**src/rtl/wsse_pkg.sv**
```systemverilog
// Shared constants, register map and control types of the wheel slip speed emulator.
package wsse_pkg;

  localparam int THROTTLE_BITS   = 12;
  localparam int SPEED_FRAC_BITS = 16;
  localparam int TICK_MS         = 15;

  localparam int THROTTLE_FULL     = 1 << THROTTLE_BITS;
  localparam int IDLE_THROTTLE_MAX = THROTTLE_FULL / 100;
  localparam int IDLE_LIMIT_MS     = 2000;
  localparam int BRAKE_STEP        = ((5 * TICK_MS) << SPEED_FRAC_BITS) / 1000;
  localparam int MAX_RPM           = 4029;
  localparam int TEST_STEP         = 200;
  localparam int RPM_SAT           = 8191;
  localparam int FORCE_SHIFT       = 16 - THROTTLE_BITS;

  // x / 5 == (x * DIV5_MAGIC) >> DIV5_SHIFT for any 32-bit x
  localparam logic [31:0] DIV5_MAGIC = 32'hCCCC_CCCD;
  localparam int          DIV5_SHIFT = 34;

  localparam int TW = 13;  // throttle field
  localparam int SW = 22;  // speed
  localparam int RW = 13;  // rpm
  localparam int IW = 11;  // idle timer

  localparam int IN_DW  = 32;
  localparam int OUT_DW = 56;
  localparam int CFG_AW = 5;
  localparam int CFG_DW = 32;

  // Register reset values
  localparam logic [11:0] RST_DRIVE_GAIN = 12'd1584;
  localparam logic [15:0] RST_GRIP_BASE  = 16'd19757;
  localparam logic [15:0] RST_GRIP_DF    = 16'd29019;
  localparam logic [23:0] RST_PROP_GAIN  = 24'd153391;
  localparam logic [15:0] RST_ROLL_LOSS  = 16'd98;
  localparam logic [23:0] RST_DRAG_LOSS  = 24'd226410;
  localparam logic [21:0] RST_SPEED_LIM  = 22'd1920127;
  localparam logic [15:0] RST_RPM_PER_SP = 16'd35204;

  typedef enum logic [2:0] {
    REG_DRIVE_GAIN = 3'd0,
    REG_GRIP_BASE  = 3'd1,
    REG_GRIP_DF    = 3'd2,
    REG_PROP_GAIN  = 3'd3,
    REG_ROLL_LOSS  = 3'd4,
    REG_DRAG_LOSS  = 3'd5,
    REG_SPEED_LIM  = 3'd6,
    REG_RPM_PER_SP = 3'd7
  } cfg_idx_t;

  typedef struct packed {
    logic [11:0] drive_force_gain;
    logic [15:0] grip_base;
    logic [15:0] grip_downforce;
    logic [23:0] propulsion_gain;
    logic [15:0] rolling_loss;
    logic [23:0] drag_loss;
    logic [21:0] speed_limit;
    logic [15:0] rpm_per_speed;
  } cfg_t;

  typedef enum logic [3:0] {
    ST_IDLE, ST_VSQ, ST_GD_HI, ST_GD_LO, ST_FL, ST_FR, ST_G45, ST_FORCE,
    ST_INC, ST_DRAG, ST_SPEED, ST_RPM, ST_WHEEL, ST_PARK, ST_OUT
  } st_t;

  typedef enum logic [3:0] {
    OP_NONE, OP_VSQ, OP_GD_HI, OP_GD_LO, OP_FL, OP_FR, OP_G45, OP_FORCE,
    OP_INC, OP_DRAG, OP_SPEED, OP_RPM, OP_WHEEL, OP_PARK, OP_OUT
  } dp_op_t;

  typedef struct packed {
    logic   load;
    dp_op_t op;
  } cmd_t;

  typedef struct packed {
    logic drive_in;  // beat on the input runs the physics path
    logic out_busy;  // output register full and not being drained
  } sts_t;

endpackage

```
**src/rtl/wsse_regs.sv**
```systemverilog
// Configuration register file behind the APB-style port.
module wsse_regs (
  input  logic                        clk,
  input  logic                        rst_n,
  input  logic                        cfg_psel,
  input  logic                        cfg_penable,
  input  logic                        cfg_pwrite,
  input  logic [wsse_pkg::CFG_AW-1:0] cfg_paddr,
  input  logic [wsse_pkg::CFG_DW-1:0] cfg_pwdata,
  output logic [wsse_pkg::CFG_DW-1:0] cfg_prdata,
  output logic                        cfg_pready,
  output wsse_pkg::cfg_t              cfg
);

  wsse_pkg::cfg_t     cfg_r, cfg_nxt;
  wsse_pkg::cfg_idx_t idx;
  logic               wr;

  assign cfg_pready = 1'b1;
  assign wr         = cfg_psel && cfg_penable && cfg_pwrite;
  assign idx        = wsse_pkg::cfg_idx_t'(cfg_paddr[4:2]);
  assign cfg        = cfg_r;

  always_comb begin
    cfg_nxt = cfg_r;
    if (wr) begin
      unique case (idx)
        wsse_pkg::REG_DRIVE_GAIN: cfg_nxt.drive_force_gain = cfg_pwdata[11:0];
        wsse_pkg::REG_GRIP_BASE:  cfg_nxt.grip_base        = cfg_pwdata[15:0];
        wsse_pkg::REG_GRIP_DF:    cfg_nxt.grip_downforce   = cfg_pwdata[15:0];
        wsse_pkg::REG_PROP_GAIN:  cfg_nxt.propulsion_gain  = cfg_pwdata[23:0];
        wsse_pkg::REG_ROLL_LOSS:  cfg_nxt.rolling_loss     = cfg_pwdata[15:0];
        wsse_pkg::REG_DRAG_LOSS:  cfg_nxt.drag_loss        = cfg_pwdata[23:0];
        wsse_pkg::REG_SPEED_LIM:  cfg_nxt.speed_limit      = cfg_pwdata[21:0];
        wsse_pkg::REG_RPM_PER_SP: cfg_nxt.rpm_per_speed    = cfg_pwdata[15:0];
        default: cfg_nxt = cfg_r;
      endcase
    end
  end

  always_comb begin
    unique case (idx)
      wsse_pkg::REG_DRIVE_GAIN: cfg_prdata = 32'(cfg_r.drive_force_gain);
      wsse_pkg::REG_GRIP_BASE:  cfg_prdata = 32'(cfg_r.grip_base);
      wsse_pkg::REG_GRIP_DF:    cfg_prdata = 32'(cfg_r.grip_downforce);
      wsse_pkg::REG_PROP_GAIN:  cfg_prdata = 32'(cfg_r.propulsion_gain);
      wsse_pkg::REG_ROLL_LOSS:  cfg_prdata = 32'(cfg_r.rolling_loss);
      wsse_pkg::REG_DRAG_LOSS:  cfg_prdata = 32'(cfg_r.drag_loss);
      wsse_pkg::REG_SPEED_LIM:  cfg_prdata = 32'(cfg_r.speed_limit);
      wsse_pkg::REG_RPM_PER_SP: cfg_prdata = 32'(cfg_r.rpm_per_speed);
      default:                  cfg_prdata = '0;
    endcase
  end

  always_ff @(posedge clk) begin
    if (!rst_n) begin
      cfg_r.drive_force_gain <= wsse_pkg::RST_DRIVE_GAIN;
      cfg_r.grip_base        <= wsse_pkg::RST_GRIP_BASE;
      cfg_r.grip_downforce   <= wsse_pkg::RST_GRIP_DF;
      cfg_r.propulsion_gain  <= wsse_pkg::RST_PROP_GAIN;
      cfg_r.rolling_loss     <= wsse_pkg::RST_ROLL_LOSS;
      cfg_r.drag_loss        <= wsse_pkg::RST_DRAG_LOSS;
      cfg_r.speed_limit      <= wsse_pkg::RST_SPEED_LIM;
      cfg_r.rpm_per_speed    <= wsse_pkg::RST_RPM_PER_SP;
    end else begin
      cfg_r <= cfg_nxt;
    end
  end

endmodule

```
**src/rtl/wsse_ctrl.sv**
```systemverilog
// Step sequencer: walks the datapath through one tick.
module wsse_ctrl (
  input  logic           clk,
  input  logic           rst_n,
  input  logic           in_tvalid,
  output logic           in_tready,
  input  wsse_pkg::sts_t sts,
  output wsse_pkg::cmd_t cmd
);

  wsse_pkg::st_t st_r, st_nxt;

  always_ff @(posedge clk) begin
    if (!rst_n) begin
      st_r <= wsse_pkg::ST_IDLE;
    end else begin
      st_r <= st_nxt;
    end
  end

  always_comb begin
    st_nxt    = st_r;
    in_tready = 1'b0;
    cmd.load  = 1'b0;
    cmd.op    = wsse_pkg::OP_NONE;
    unique case (st_r)
      wsse_pkg::ST_IDLE: begin
        in_tready = 1'b1;
        if (in_tvalid) begin
          cmd.load = 1'b1;
          st_nxt   = sts.drive_in ? wsse_pkg::ST_VSQ : wsse_pkg::ST_PARK;
        end
      end
      wsse_pkg::ST_VSQ: begin
        cmd.op = wsse_pkg::OP_VSQ;
        st_nxt = wsse_pkg::ST_GD_HI;
      end
      wsse_pkg::ST_GD_HI: begin
        cmd.op = wsse_pkg::OP_GD_HI;
        st_nxt = wsse_pkg::ST_GD_LO;
      end
      wsse_pkg::ST_GD_LO: begin
        cmd.op = wsse_pkg::OP_GD_LO;
        st_nxt = wsse_pkg::ST_FL;
      end
      wsse_pkg::ST_FL: begin
        cmd.op = wsse_pkg::OP_FL;
        st_nxt = wsse_pkg::ST_FR;
      end
      wsse_pkg::ST_FR: begin
        cmd.op = wsse_pkg::OP_FR;
        st_nxt = wsse_pkg::ST_G45;
      end
      wsse_pkg::ST_G45: begin
        cmd.op = wsse_pkg::OP_G45;
        st_nxt = wsse_pkg::ST_FORCE;
      end
      wsse_pkg::ST_FORCE: begin
        cmd.op = wsse_pkg::OP_FORCE;
        st_nxt = wsse_pkg::ST_INC;
      end
      wsse_pkg::ST_INC: begin
        cmd.op = wsse_pkg::OP_INC;
        st_nxt = wsse_pkg::ST_DRAG;
      end
      wsse_pkg::ST_DRAG: begin
        cmd.op = wsse_pkg::OP_DRAG;
        st_nxt = wsse_pkg::ST_SPEED;
      end
      wsse_pkg::ST_SPEED: begin
        cmd.op = wsse_pkg::OP_SPEED;
        st_nxt = wsse_pkg::ST_RPM;
      end
      wsse_pkg::ST_RPM: begin
        cmd.op = wsse_pkg::OP_RPM;
        st_nxt = wsse_pkg::ST_WHEEL;
      end
      wsse_pkg::ST_WHEEL: begin
        cmd.op = wsse_pkg::OP_WHEEL;
        st_nxt = wsse_pkg::ST_OUT;
      end
      wsse_pkg::ST_PARK: begin
        cmd.op = wsse_pkg::OP_PARK;
        st_nxt = wsse_pkg::ST_OUT;
      end
      wsse_pkg::ST_OUT: begin
        if (!sts.out_busy) begin
          cmd.op = wsse_pkg::OP_OUT;
          st_nxt = wsse_pkg::ST_IDLE;
        end
      end
      default: st_nxt = wsse_pkg::ST_IDLE;
    endcase
  end

endmodule

```
**src/rtl/wsse_dp.sv**
```systemverilog
// Datapath: shared multiplier, vehicle state and the output register.
module wsse_dp (
  input  logic                        clk,
  input  logic                        rst_n,
  input  wsse_pkg::cmd_t              cmd,
  input  wsse_pkg::cfg_t              cfg,
  input  logic [wsse_pkg::IN_DW-1:0]  in_tdata,
  output wsse_pkg::sts_t              sts,
  output logic                        out_tvalid,
  input  logic                        out_tready,
  output logic [wsse_pkg::OUT_DW-1:0] out_tdata
);

  localparam int TW = wsse_pkg::TW;
  localparam int SW = wsse_pkg::SW;
  localparam int RW = wsse_pkg::RW;
  localparam int IW = wsse_pkg::IW;

  // latched beat
  logic [TW-1:0] tl_r, tr_r, tl_sat, tr_sat;
  logic          test_r;

  // architectural state
  logic [SW-1:0] speed_r, speed_nxt;
  logic [IW-1:0] idle_r, idle_nxt;
  logic [RW-1:0] rpm_l_r, rpm_l_nxt, rpm_r_r, rpm_r_nxt;
  logic          slip_l_r, slip_l_nxt, slip_r_r, slip_r_nxt;

  // working registers
  logic [63:0]        prod_r, mul_p;
  logic [31:0]        mul_a, mul_b;
  logic [43:0]        vsq_r;
  logic [37:0]        acc_r;
  logic [28:0]        grip_r, fl_raw_r, fr_raw_r;
  logic [29:0]        fsum_r;
  logic signed [25:0] base_r;

  logic                      out_valid_r;
  logic [wsse_pkg::OUT_DW-1:0] out_data_r;

  // combinational helpers
  logic [59:0]        df_sum;
  logic [28:0]        g45, fl_use, fr_use;
  logic               slip_l_c, slip_r_c;
  logic               idle_c, brake_c;
  logic [IW:0]        idle_sum;
  logic signed [25:0] ns, lim_s;
  logic [13:0]        spd_rpm14;
  logic [RW-1:0]      spd_rpm;

  function automatic logic [RW-1:0] wheel_rpm(input logic slip, input logic [RW-1:0] rpm,
                                              input logic [RW-1:0] follow);
    logic [RW-1:0] res;
    if (!slip) begin
      res = follow;
    end else if (rpm >= RW'(wsse_pkg::MAX_RPM)) begin
      res = RW'(wsse_pkg::MAX_RPM);
    end else begin
      res = rpm + RW'(wsse_pkg::TICK_MS);
    end
    return res;
  endfunction

  assign tl_sat = (in_tdata[12:0] > TW'(wsse_pkg::THROTTLE_FULL)) ?
                  TW'(wsse_pkg::THROTTLE_FULL) : in_tdata[12:0];
  assign tr_sat = (in_tdata[25:13] > TW'(wsse_pkg::THROTTLE_FULL)) ?
                  TW'(wsse_pkg::THROTTLE_FULL) : in_tdata[25:13];

  assign sts.drive_in = in_tdata[26] && !in_tdata[27];
  assign sts.out_busy = out_valid_r && !out_tready;

  // operand select for the one shared 32x32 multiplier
  always_comb begin
    case (cmd.op)
      wsse_pkg::OP_VSQ: begin
        mul_a = 32'(speed_r);
        mul_b = 32'(speed_r);
      end
      wsse_pkg::OP_GD_HI: begin
        mul_a = 32'(cfg.grip_downforce);
        mul_b = 32'(prod_r[43:22]);
      end
      wsse_pkg::OP_GD_LO: begin
        mul_a = 32'(cfg.grip_downforce);
        mul_b = 32'(vsq_r[21:0]);
      end
      wsse_pkg::OP_FL: begin
        mul_a = 32'(cfg.drive_force_gain);
        mul_b = 32'(tl_r);
      end
      wsse_pkg::OP_FR: begin
        mul_a = 32'(cfg.drive_force_gain);
        mul_b = 32'(tr_r);
      end
      wsse_pkg::OP_G45: begin
        mul_a = {1'b0, grip_r, 2'b00};
        mul_b = wsse_pkg::DIV5_MAGIC;
      end
      wsse_pkg::OP_INC: begin
        mul_a = 32'(fsum_r);
        mul_b = 32'(cfg.propulsion_gain);
      end
      wsse_pkg::OP_DRAG: begin
        mul_a = 32'(vsq_r[43:16]);
        mul_b = 32'(cfg.drag_loss);
      end
      wsse_pkg::OP_RPM: begin
        mul_a = 32'(speed_r);
        mul_b = 32'(cfg.rpm_per_speed);
      end
      default: begin
        mul_a = '0;
        mul_b = '0;
      end
    endcase
  end

  assign mul_p = 64'(mul_a) * 64'(mul_b);

  // downforce grip = (gd * vsq) >> 32, vsq split at bit 22
  assign df_sum = {acc_r, 22'd0} + {22'd0, prod_r[37:0]};

  assign g45      = prod_r[wsse_pkg::DIV5_SHIFT +: 29];
  assign slip_l_c = fl_raw_r > grip_r;
  assign slip_r_c = fr_raw_r > grip_r;
  assign fl_use   = slip_l_c ? g45 : fl_raw_r;
  assign fr_use   = slip_r_c ? g45 : fr_raw_r;

  assign idle_c   = (tl_r <= TW'(wsse_pkg::IDLE_THROTTLE_MAX)) &&
                    (tr_r <= TW'(wsse_pkg::IDLE_THROTTLE_MAX));
  assign idle_sum = {1'b0, idle_r} + (IW+1)'(wsse_pkg::TICK_MS);
  assign brake_c  = idle_c && (idle_sum >= (IW+1)'(wsse_pkg::IDLE_LIMIT_MS));
  assign ns       = base_r - $signed({6'd0, prod_r[51:32]}) -
                    (brake_c ? 26'(wsse_pkg::BRAKE_STEP) : 26'sd0);
  assign lim_s    = $signed({4'd0, cfg.speed_limit});

  assign spd_rpm14 = prod_r[37:24];
  assign spd_rpm   = (spd_rpm14 > 14'(wsse_pkg::RPM_SAT)) ? RW'(wsse_pkg::RPM_SAT) :
                     spd_rpm14[RW-1:0];

  always_comb begin
    speed_nxt  = speed_r;
    idle_nxt   = idle_r;
    rpm_l_nxt  = rpm_l_r;
    rpm_r_nxt  = rpm_r_r;
    slip_l_nxt = slip_l_r;
    slip_r_nxt = slip_r_r;
    case (cmd.op)
      wsse_pkg::OP_FORCE: begin
        slip_l_nxt = slip_l_c;
        slip_r_nxt = slip_r_c;
      end
      wsse_pkg::OP_SPEED: begin
        if (!idle_c) begin
          idle_nxt = '0;
        end else if (brake_c) begin
          idle_nxt = IW'(wsse_pkg::IDLE_LIMIT_MS);
        end else begin
          idle_nxt = idle_sum[IW-1:0];
        end
        if (ns >= lim_s) begin
          speed_nxt = cfg.speed_limit;
        end else if (ns < 0) begin
          speed_nxt = '0;
        end else begin
          speed_nxt = ns[SW-1:0];
        end
      end
      wsse_pkg::OP_WHEEL: begin
        rpm_l_nxt = wheel_rpm(slip_l_r, rpm_l_r, spd_rpm);
        rpm_r_nxt = wheel_rpm(slip_r_r, rpm_r_r, spd_rpm);
      end
      wsse_pkg::OP_PARK: begin
        speed_nxt = '0;
        if (test_r) begin
          // ramp pattern, wraps to zero at the top
          rpm_l_nxt = (rpm_l_r >= RW'(wsse_pkg::MAX_RPM)) ? '0 :
                      rpm_l_r + RW'(wsse_pkg::TEST_STEP);
          rpm_r_nxt = rpm_l_nxt;
        end else begin
          rpm_l_nxt = '0;
          rpm_r_nxt = '0;
        end
      end
      default: ;
    endcase
  end

  always_ff @(posedge clk) begin
    if (!rst_n) begin
      speed_r     <= '0;
      idle_r      <= '0;
      rpm_l_r     <= '0;
      rpm_r_r     <= '0;
      slip_l_r    <= 1'b0;
      slip_r_r    <= 1'b0;
      out_valid_r <= 1'b0;
    end else begin
      speed_r  <= speed_nxt;
      idle_r   <= idle_nxt;
      rpm_l_r  <= rpm_l_nxt;
      rpm_r_r  <= rpm_r_nxt;
      slip_l_r <= slip_l_nxt;
      slip_r_r <= slip_r_nxt;
      if (cmd.op == wsse_pkg::OP_OUT) begin
        out_valid_r <= 1'b1;
      end else if (out_tready) begin
        out_valid_r <= 1'b0;
      end
    end
  end

  // payload and scratch registers
  always_ff @(posedge clk) begin
    prod_r <= mul_p;
    if (cmd.load) begin
      tl_r   <= tl_sat;
      tr_r   <= tr_sat;
      test_r <= in_tdata[27];
    end
    case (cmd.op)
      wsse_pkg::OP_GD_HI: vsq_r    <= prod_r[43:0];
      wsse_pkg::OP_GD_LO: acc_r    <= prod_r[37:0];
      wsse_pkg::OP_FL:    grip_r   <= {1'b0, cfg.grip_base, 12'd0} + {1'b0, df_sum[59:32]};
      wsse_pkg::OP_FR:    fl_raw_r <= {prod_r[24:0], wsse_pkg::FORCE_SHIFT'(0)};
      wsse_pkg::OP_G45:   fr_raw_r <= {prod_r[24:0], wsse_pkg::FORCE_SHIFT'(0)};
      wsse_pkg::OP_FORCE: fsum_r   <= {1'b0, fl_use} + {1'b0, fr_use};
      wsse_pkg::OP_DRAG:  base_r   <= $signed({4'd0, speed_r}) + $signed({4'd0, prod_r[53:32]})
                                      - $signed({10'd0, cfg.rolling_loss});
      wsse_pkg::OP_OUT:   out_data_r <= {6'd0, speed_r, slip_r_r, slip_l_r, rpm_r_r, rpm_l_r};
      default: ;
    endcase
  end

  assign out_tvalid = out_valid_r;
  assign out_tdata  = out_data_r;

endmodule

```
**src/rtl/wheel_slip_speed_emulator_unit.sv**
```systemverilog
// Top level of the wheel slip speed emulator.
// Each input beat is one 15 ms simulation tick carrying both throttles, the
// drive enable and the test mode; each tick returns exactly one output beat
// with both wheel RPMs, both slip flags and the vehicle speed after the tick.
// A driving tick runs from its acceptance slot to the result load through
// the accept cycle, twelve datapath steps and the output load. Its length is
// set by the single shared 32x32 multiplier, which is used in nine passes
// (speed squared, two downforce halves, two wheel forces, the 0.8 grip cut,
// propulsion, drag and the speed-to-RPM scale). A test-mode or disabled tick
// runs the accept, park and output steps. The result sits in an output
// register, so the next beat is accepted while the previous result still
// waits; the sequencer only holds before loading a new result into a
// still-full output register. Configuration registers sit at byte address
// 4*index on the APB-style port; write them only while no tick is in flight.
module wheel_slip_speed_emulator_unit (
  input  logic                        clk,
  input  logic                        rst_n,
  // input beat
  input  logic                        in_tvalid,
  output logic                        in_tready,
  // [12:0] throttle_left, [25:13] throttle_right, [26] drive_enable,
  // [27] test_mode, [31:28] zero
  input  logic [wsse_pkg::IN_DW-1:0]  in_tdata,
  // result beat
  output logic                        out_tvalid,
  input  logic                        out_tready,
  // [12:0] rpm_left, [25:13] rpm_right, [26] slip_left, [27] slip_right,
  // [49:28] vehicle_speed, [55:50] zero
  output logic [wsse_pkg::OUT_DW-1:0] out_tdata,
  // configuration
  input  logic                        cfg_psel,
  input  logic                        cfg_penable,
  input  logic                        cfg_pwrite,
  input  logic [wsse_pkg::CFG_AW-1:0] cfg_paddr,
  input  logic [wsse_pkg::CFG_DW-1:0] cfg_pwdata,
  output logic [wsse_pkg::CFG_DW-1:0] cfg_prdata,
  output logic                        cfg_pready
);

  wsse_pkg::cfg_t cfg;
  wsse_pkg::cmd_t cmd;
  wsse_pkg::sts_t sts;

  // register file: all tunables, reset to the vehicle defaults
  wsse_regs u_regs (
    .clk         (clk),
    .rst_n       (rst_n),
    .cfg_psel    (cfg_psel),
    .cfg_penable (cfg_penable),
    .cfg_pwrite  (cfg_pwrite),
    .cfg_paddr   (cfg_paddr),
    .cfg_pwdata  (cfg_pwdata),
    .cfg_prdata  (cfg_prdata),
    .cfg_pready  (cfg_pready),
    .cfg         (cfg)
  );

  // sequencer: one step per cycle unless a full output register holds it, branches on test/enable at accept
  wsse_ctrl u_ctrl (
    .clk       (clk),
    .rst_n     (rst_n),
    .in_tvalid (in_tvalid),
    .in_tready (in_tready),
    .sts       (sts),
    .cmd       (cmd)
  );

  // datapath: multiplier, speed/idle/rpm/slip state and output register
  wsse_dp u_dp (
    .clk        (clk),
    .rst_n      (rst_n),
    .cmd        (cmd),
    .cfg        (cfg),
    .in_tdata   (in_tdata),
    .sts        (sts),
    .out_tvalid (out_tvalid),
    .out_tready (out_tready),
    .out_tdata  (out_tdata)
  );

endmodule

```
**config.mk**
```make
export PLATFORM = sky130hd
export DESIGN_NAME = wheel_slip_speed_emulator_unit
export DESIGN_NICKNAME = d
export VERILOG_FILES = /design/src/rtl/wsse_pkg.sv /design/src/rtl/wsse_regs.sv /design/src/rtl/wsse_ctrl.sv /design/src/rtl/wsse_dp.sv /design/src/rtl/wheel_slip_speed_emulator_unit.sv
export SDC_FILE = /design/constraint.sdc
export NUM_CORES = 2
export LEC_CHECK = 0
export BUFFER_PORTS_ARGS = -buffer_cell sky130_fd_sc_hd__buf_2
export CAP_MARGIN = 20
export CORE_ASPECT_RATIO = 2
export CORE_MARGIN = 8
export CORE_UTILIZATION = 35
export CTS_BUF_LIST = sky130_fd_sc_hd__clkbuf_8
export DETAILED_ROUTE_END_ITERATION = 10
export HOLD_SLACK_MARGIN = 0.06
export SYNTH_ARGS = -nofsm -noshare
export SYNTH_HDL_FRONTEND = slang
export SYNTH_SLANG_ARGS = --single-unit
```
**constraint.sdc**
```tcl
create_clock -name clk -period 9 [get_ports clk]
set_input_delay 1.8 -clock clk [delete_from_list [all_inputs] [get_ports clk]]
set_output_delay 1.8 -clock clk [all_outputs]
set_load 0.02 [all_outputs]
```
# After elaboration in Yosys (flattened, before gate mapping)
# Cells that the tools add are included.
word_totals:
  elab_cells: 146
  reg_bits: 569
  output_inout_bits: 91
  inputBits: 76
op_classes:
  reduce_logical: 26
  eq_ne: 37
  add_sub_neg: 11
  mux: 31
  order_cmp: 12
  multipliers: 1
op_table:
  columns: ["op", "count"]
  rows:
  - ["32-bit case mux with 9 select lines", 1]
  - ["32-bit case mux with 8 select lines", 1]
  - ["31-bit case mux with 6 select lines", 1]
  - ["4-bit case mux with 14 select lines", 2]
  - ["13-bit two-way mux", 8]
  - ["31-bit by 32-bit multiplier with 63-bit output", 1]
  - ["60-bit by 38-bit adder with 60-bit output", 1]
  - ["29-bit > comparator", 2]
  - ["29-bit two-way mux", 2]
  - ["4-bit equality test, second input constant", 14]
  - ["13-bit case mux with 2 select lines", 2]
  - ["22-bit two-way mux", 2]
  - ["22-bit case mux with 2 select lines", 1]
  - ["4-bit by 3-bit equality test with 1-bit output, second input constant", 8]
  - ["29-bit by 29-bit adder with 30-bit output", 1]
  - ["28-bit by 28-bit adder with 29-bit output", 1]
  - ["13-bit by 4-bit adder with 13-bit output, second input constant", 2]
  - ["13-bit by 12-bit >= comparator with 1-bit output, second input constant", 2]
  - ["26-bit by 23-bit >= comparator with 1-bit output", 1]
  - ["13-bit > comparator, second input constant", 2]
  - ["13-bit by 6-bit <= comparator with 1-bit output, second input constant", 2]
  - ["26-bit by 1-bit < comparator with 1-bit output, second input constant", 1]
  - ["26-bit by 14-bit subtractor with 26-bit output", 1]
  - ["26-bit by 17-bit subtractor with 26-bit output", 1]
  - ["other kinds (22)", 58]

# Longest topological paths before layout
logic_depth:
  depth_word: 9
  depth_mapped: 41
  depth_no_buf: 37

# By module
# Synthesis repeated with hierarchy kept, for this count alone.
unflattened:
  hier_cells: 6305
  area_unflattened_um2: 58392.3
by_module_without_submodules:
  columns: ["mod", "area_per_inst_um2", "instances", "cells_each", "seq_area_each_um2"]
  rows:
  - ["wsse_dp", 51479.4, 1, 5435, 11270.8]
  - ["wsse_regs", 6611.3, 1, 829, 2922.8]
  - ["wsse_ctrl", 301.5, 1, 41, 80.1]

# Worst setup path before layout
# No wires, ideal clock.
synth_path:
  path_kind: "register to register"
  startpoint: "reg u_ctrl.st_r[1]"
  endpoint: "reg u_dp.prod_r[62]"
  t_required_ns: 8.928
  path_buffers: 5
  arrival_ns: 9.714
  path_stages_with_launch: 37
  setup_slack_ns: -0.786
  synth_period_minus_slack_ns: 9.786
  setup_ns: 0.072
  cell_sequence: "dfxtp_1 -> clkbuf_1 -> nand2b_1 -> or2_2 -> clkinv_1 -> clkbuf_1 -> clkbuf_1 -> a21oi_1 -> o211ai_1 -> clkbuf_1 -> nand2_1 -> fa_1 -> inv_1 -> fa_1 -> inv_1 -> fa_1 -> fa_1 -> inv_1 -> fa_1 -> fa_1 -> fa_1 -> inv_1 -> fa_1 -> inv_1 -> ha_1 -> clkbuf_1 -> a21o_1 -> a21o_1 -> a21o_1 -> a32oi_1 -> o22ai_1 -> o31ai_2 -> o41ai_1 -> a311oi_1 -> o21ai_1 -> a21oi_1 -> xnor2_1"
synth_via:
  elab_chain_cells: 6
  word_cells_on_any_way: 30
  classes_between: "mul (1); eq/ne (23); mux (3); reduce/logical (3)"
synth_rtl:
  columns: ["element", "line_no", "source"]
  rows:
  - ["start: declaration", "wsse_ctrl.sv:11", "wsse_pkg::st_t st_r, st_nxt;"]
  - ["start signal: assignment", "wsse_ctrl.sv:15", "st_r <= wsse_pkg::ST_IDLE;"]
  - ["start signal: assignment", "wsse_ctrl.sv:17", "st_r <= st_nxt;"]
  - ["4-bit equality test, or another cell as far along", "wsse_ctrl.sv:26", "unique case (st_r)"]
  - ["4-bit case mux with 14 select lines *", "wsse_ctrl.sv:26", null]
  - ["4-bit by 1-bit equality test with 1-bit output, or another cell as far along", "wsse_dp.sv:74", "case (cmd.op)"]
  - ["2-bit OR reduction (no line)", null, null]
  - ["31-bit case mux with 6 select lines", "wsse_dp.sv:74", null]
  - ["31-bit by 32-bit multiplier with 63-bit output *", "wsse_dp.sv:118", "assign mul_p = 64'(mul_a) * 64'(mul_b);"]
  - ["via u_dp.mul_p[62]", "wsse_dp.sv:30", "logic [63:0] prod_r, mul_p;"]
  - ["end signal: assignment", "wsse_dp.sv:215", "prod_r <= mul_p;"]
  - ["end: declaration", "wsse_dp.sv:30", null]
# The timed path passes the listed nets; every way through them passes the cells marked *.
# A chain may end at the register's enable or synchronous reset.

# Worst setup path in the final report
layout_path:
  startpoint: "reg u_ctrl.st_r[2]"
  endpoint: "reg u_dp.prod_r[58]"
# The elaborated chain is that of the path after synthesis.

==> results by group <==
Outcome
  • Status: finished, violations left
  • Failing checks: negative setup slack

Cells and area
  • NumNets Final: 8334
  • Layout cell share with drive strength beyond 1: 0.183
  • Area Overhead vs Synth: 20.8%
  • Fillers: 16000
  • Non-filler cells, final: around 9200
  • Post-layout util: 0.425
  • Cell area after layout: around 70000 um2

Clock tree
  • CTS buffer count: 77
  • # H-tree levels: 3
  • Longest Clk Path Bufs: 3
  • CTS root buf: clkbuf_8
  • Worst-path clk slew: around 0.08 ns
  • Clk sinks: 569
  • CTS tree: done
  • Clock Latency Late Sink: 0.74 ns

Worst setup path
  • Required @ worst endpoint: around 9.6 ns
  • Crit path DAT: roughly 9.6 ns
  • Max stage delay on crit path: 0.58 ns
  • Worst-path cell with the longest stage delay: fa_2
  • CP dominant cell by count: fa_1
  • Crit-path max FO: 6
  • Setup CP Type: flop to flop
  • Crit path launch type: flop
  • Crit path capture type: flop

Route
  • Met3 wire len: 11.8 mm
  • Vias per inst: 5.37
  • Drt first pass iters: 8
  • Via Count: 49400
  • Total wire length: between 200 and 250 mm
  • Post-DRT Antenna Nets: 0
  • DRT met1 WL: a little over 70 mm
  • Final routed DRC violation total: 0
  • Routed length on met2: 122 mm
  • WL/cell: 25.7 um
  • DR top layer: met5
  • Detailed Route Iter0 Violations: 3223

Timing
  • Skew final: 0.0354 ns
  • Headroom to the max-slew limit: 0.253
  • Least-Margin Pin Slew: 1.12 ns
  • Max Freq: between 100 and 150 MHz
  • Final min period: 9.01 ns
  • Slew Limit Fails: 0
  • Final worst slack: -0.0138 ns
  • Crit share post-route: 1.00
  • Unrepaired setup endpoints after global routing: yes
  • Post-route setup TNS: -0.0138 ns
  • Final setup viols: 1
  • Fin. Hold Viols: 0

Job
  • Max-cap viol count: 0

Synth
  • Biggest area consumer among synthesized cells: fa_1
  • Number of synthesized flops with an enable pin: about 300
  • #FFs+latches synth: around 570
  • Synth Flop Type: edfxtp_1
  • Top-count cell post-synth: inv_1
  • Mapped Cells: 6307
  • Top cells by count, synth: inv_1, nand2_1, fa_1, nor2_1, ha_1
  • Count of cell types in the netlist: 85
  • Share of the synthesized area in the top cell type: 0.257
  • Asr flop ratio synth: 0
  • Synth Cell Area: 58500 um2
  • Seq/Total Area, Yosys: 0.245
  • Synthesized area per cell: about 9 um2
  • Top post-synthesis cells by area: fa_1, edfxtp_1, ha_1
  • Syn. warnings: 0

Global route
  • Initial antenna violation count: 11
  • Vias in the first global route: around 54000
  • First-pass GRT wire length: ~340 mm
  • GRT Overall Usage: 0.258
  • Gr ovfl total: 0
  • Largest net degree at the start of global routing: just over 70

Place
  • RePlAce Congestion: approximately 1.0
  • Hpwl dp: 198 mm
  • I/O Buffers: 137
  • Placed cell area: 67400 um2
  • Inst Count DP: 9006

Pwr
  • Total Power: 0.0186 W
  • Worst vdd ir: between 0.0002 and 0.00025 V
  • Power density over the cells: around 260 nW/um2
  • Leakage power: 33.0 nW

Die
  • Top-level port count: 167
  • Placement Rows: 212
  • Die X: 305 um
  • Core area: 166000 um2
  • Area of the die: roughly 180000 um2
  • Starting Density: 0.351
  • Die Ht: 594 um

Worst hold path
  • Worst hold path class: flop to flop
## final timing paths
path | start | to | slack, ns | cells past startpoint
setup / recovery | u_ctrl.st_r[2] | u_dp.prod_r[58] | -0.01 | 33
setup reg to reg | u_ctrl.st_r[2] | u_dp.prod_r[58] | -0.01 | 33
hold / removal | u_regs.cfg[74] | u_regs.cfg[74] | 0.47 | 2
hold reg to reg | u_regs.cfg[74] | u_regs.cfg[74] | 0.47 | 2
## registers in the layout, summed over array words and instances, names as in the netlist
register and flops:
u_dp.acc_r 38, u_dp.vsq_r 44, u_dp.fr_raw_r 25, u_dp.tr_r 13, u_dp.speed_r 22, u_dp.fsum_r 30
u_dp.slip_l_r 1, u_dp.tl_r 13, u_dp.out_tdata 50, u_ctrl.st_r 4, u_dp.rpm_l_r 13, u_dp.slip_r_r 1
u_regs.cfg 146, u_dp.base_r 26, u_dp.test_r 1, u_dp.fl_raw_r 25, u_dp.rpm_r_r 13, u_dp.out_tvalid 1
u_dp.idle_r 11, u_dp.grip_r 29, u_dp.prod_r 63
## where the power goes
group / switching (W) / total [W] / internal [W]
clock: 0.00114 / 0.00235 / 0.00121
combinational: 0.00720 / 0.0126 / 0.00540
sequential: 0.000421 / 0.00361 / 0.00319
## layer usage
| metal | GRT usage | vias to the layer above |
|---|---|---|
| li1 | - | 21900 |
| met1 | 0.229 | 24600 |
| met2 | 0.473 | 1906 |
| met3 | 0.0412 | 951 |
| met4 | 0.272 | 8 |
| met5 | 0 | - |
## placed cells by master (no fill, tap or decap), types with 63 or more instances in the layout
cell type	netlist	layout
inv_1	997	998
nand2_1	848	840
fa_1	749	722
buf_4	15	595
nor2_1	578	564
ha_1	516	504
edfxtp_1	294	294
a21oi_1	308	292
dfxtp_1	275	271
xnor2_1	147	146
buf_2	8	137
nand3_1	115	112
o21ai_0	124	110
buf_12	0	103
a21o_1	97	97
clkbuf_8	0	86
xor2_1	66	66
nor2b_1	63	63
## per-stage QoR
step	hold WS (ns)	setup WS, ns
floorplan	0.406	0.0253
global placement	0.442	-0.726
detailed placement	0.455	-0.691
CTS	0.472	0.00261
global route	0.494	-0.212
finish	0.472	-0.0138
## critical path: cells and delay by family, from the launching register on
family / cells / cell delay (ns)
compound gates: 6 / 1.44
xor+xnor: 1 / 0.11
fa+ha+maj: 9 / 4.40
simple gates: 7 / 1.22
buf+inv: 10 / 1.35
flops: 1 / 0.37
## layout make-up
type / count / area (um2) / share of cell area
multi-input combinational: 4466 / 40300 / 0.571
inverter: 999 / 3750 / 0.0532
antenna: 7 / 17.5 / 0.000248
timing repair buffer: 880 / 7780 / 0.110
clock inverter: 56 / 572 / 0.00810
clock buffer: 86 / 1180 / 0.0168
tap: 2140 / 2680 / 0.0379
sequential: 569 / 14300 / 0.203
## timing repair
item / in CTS / in global routing
pin swaps: 49 / 66
gates resized for setup: 85 / 159
endpoints found under the setup margin: 25 / 23
cloned: 0 / 2
hold buffers: 0 / 0
buffers inserted: 20 / 29
## logic make-up (layout without fill, tap and decap cells)
family | count (synthesis) | in the layout | synth area share
AOI/OAI and AO/OA | 964 | 964 | 0.110
adders and majority gates | 1265 | 1265 | 0.367
muxes | 116 | 116 | 0.0232
and+or+nand+nor | 1877 | 1877 | 0.138
other | 2 | 38 | 0.000128
DFF | 569 | 569 | 0.245
buffers and inverters | 1301 | 2021 | 0.0852
xor gates and xnor gates | 213 | 213 | 0.0319
(Power assumes the default switching activity.)
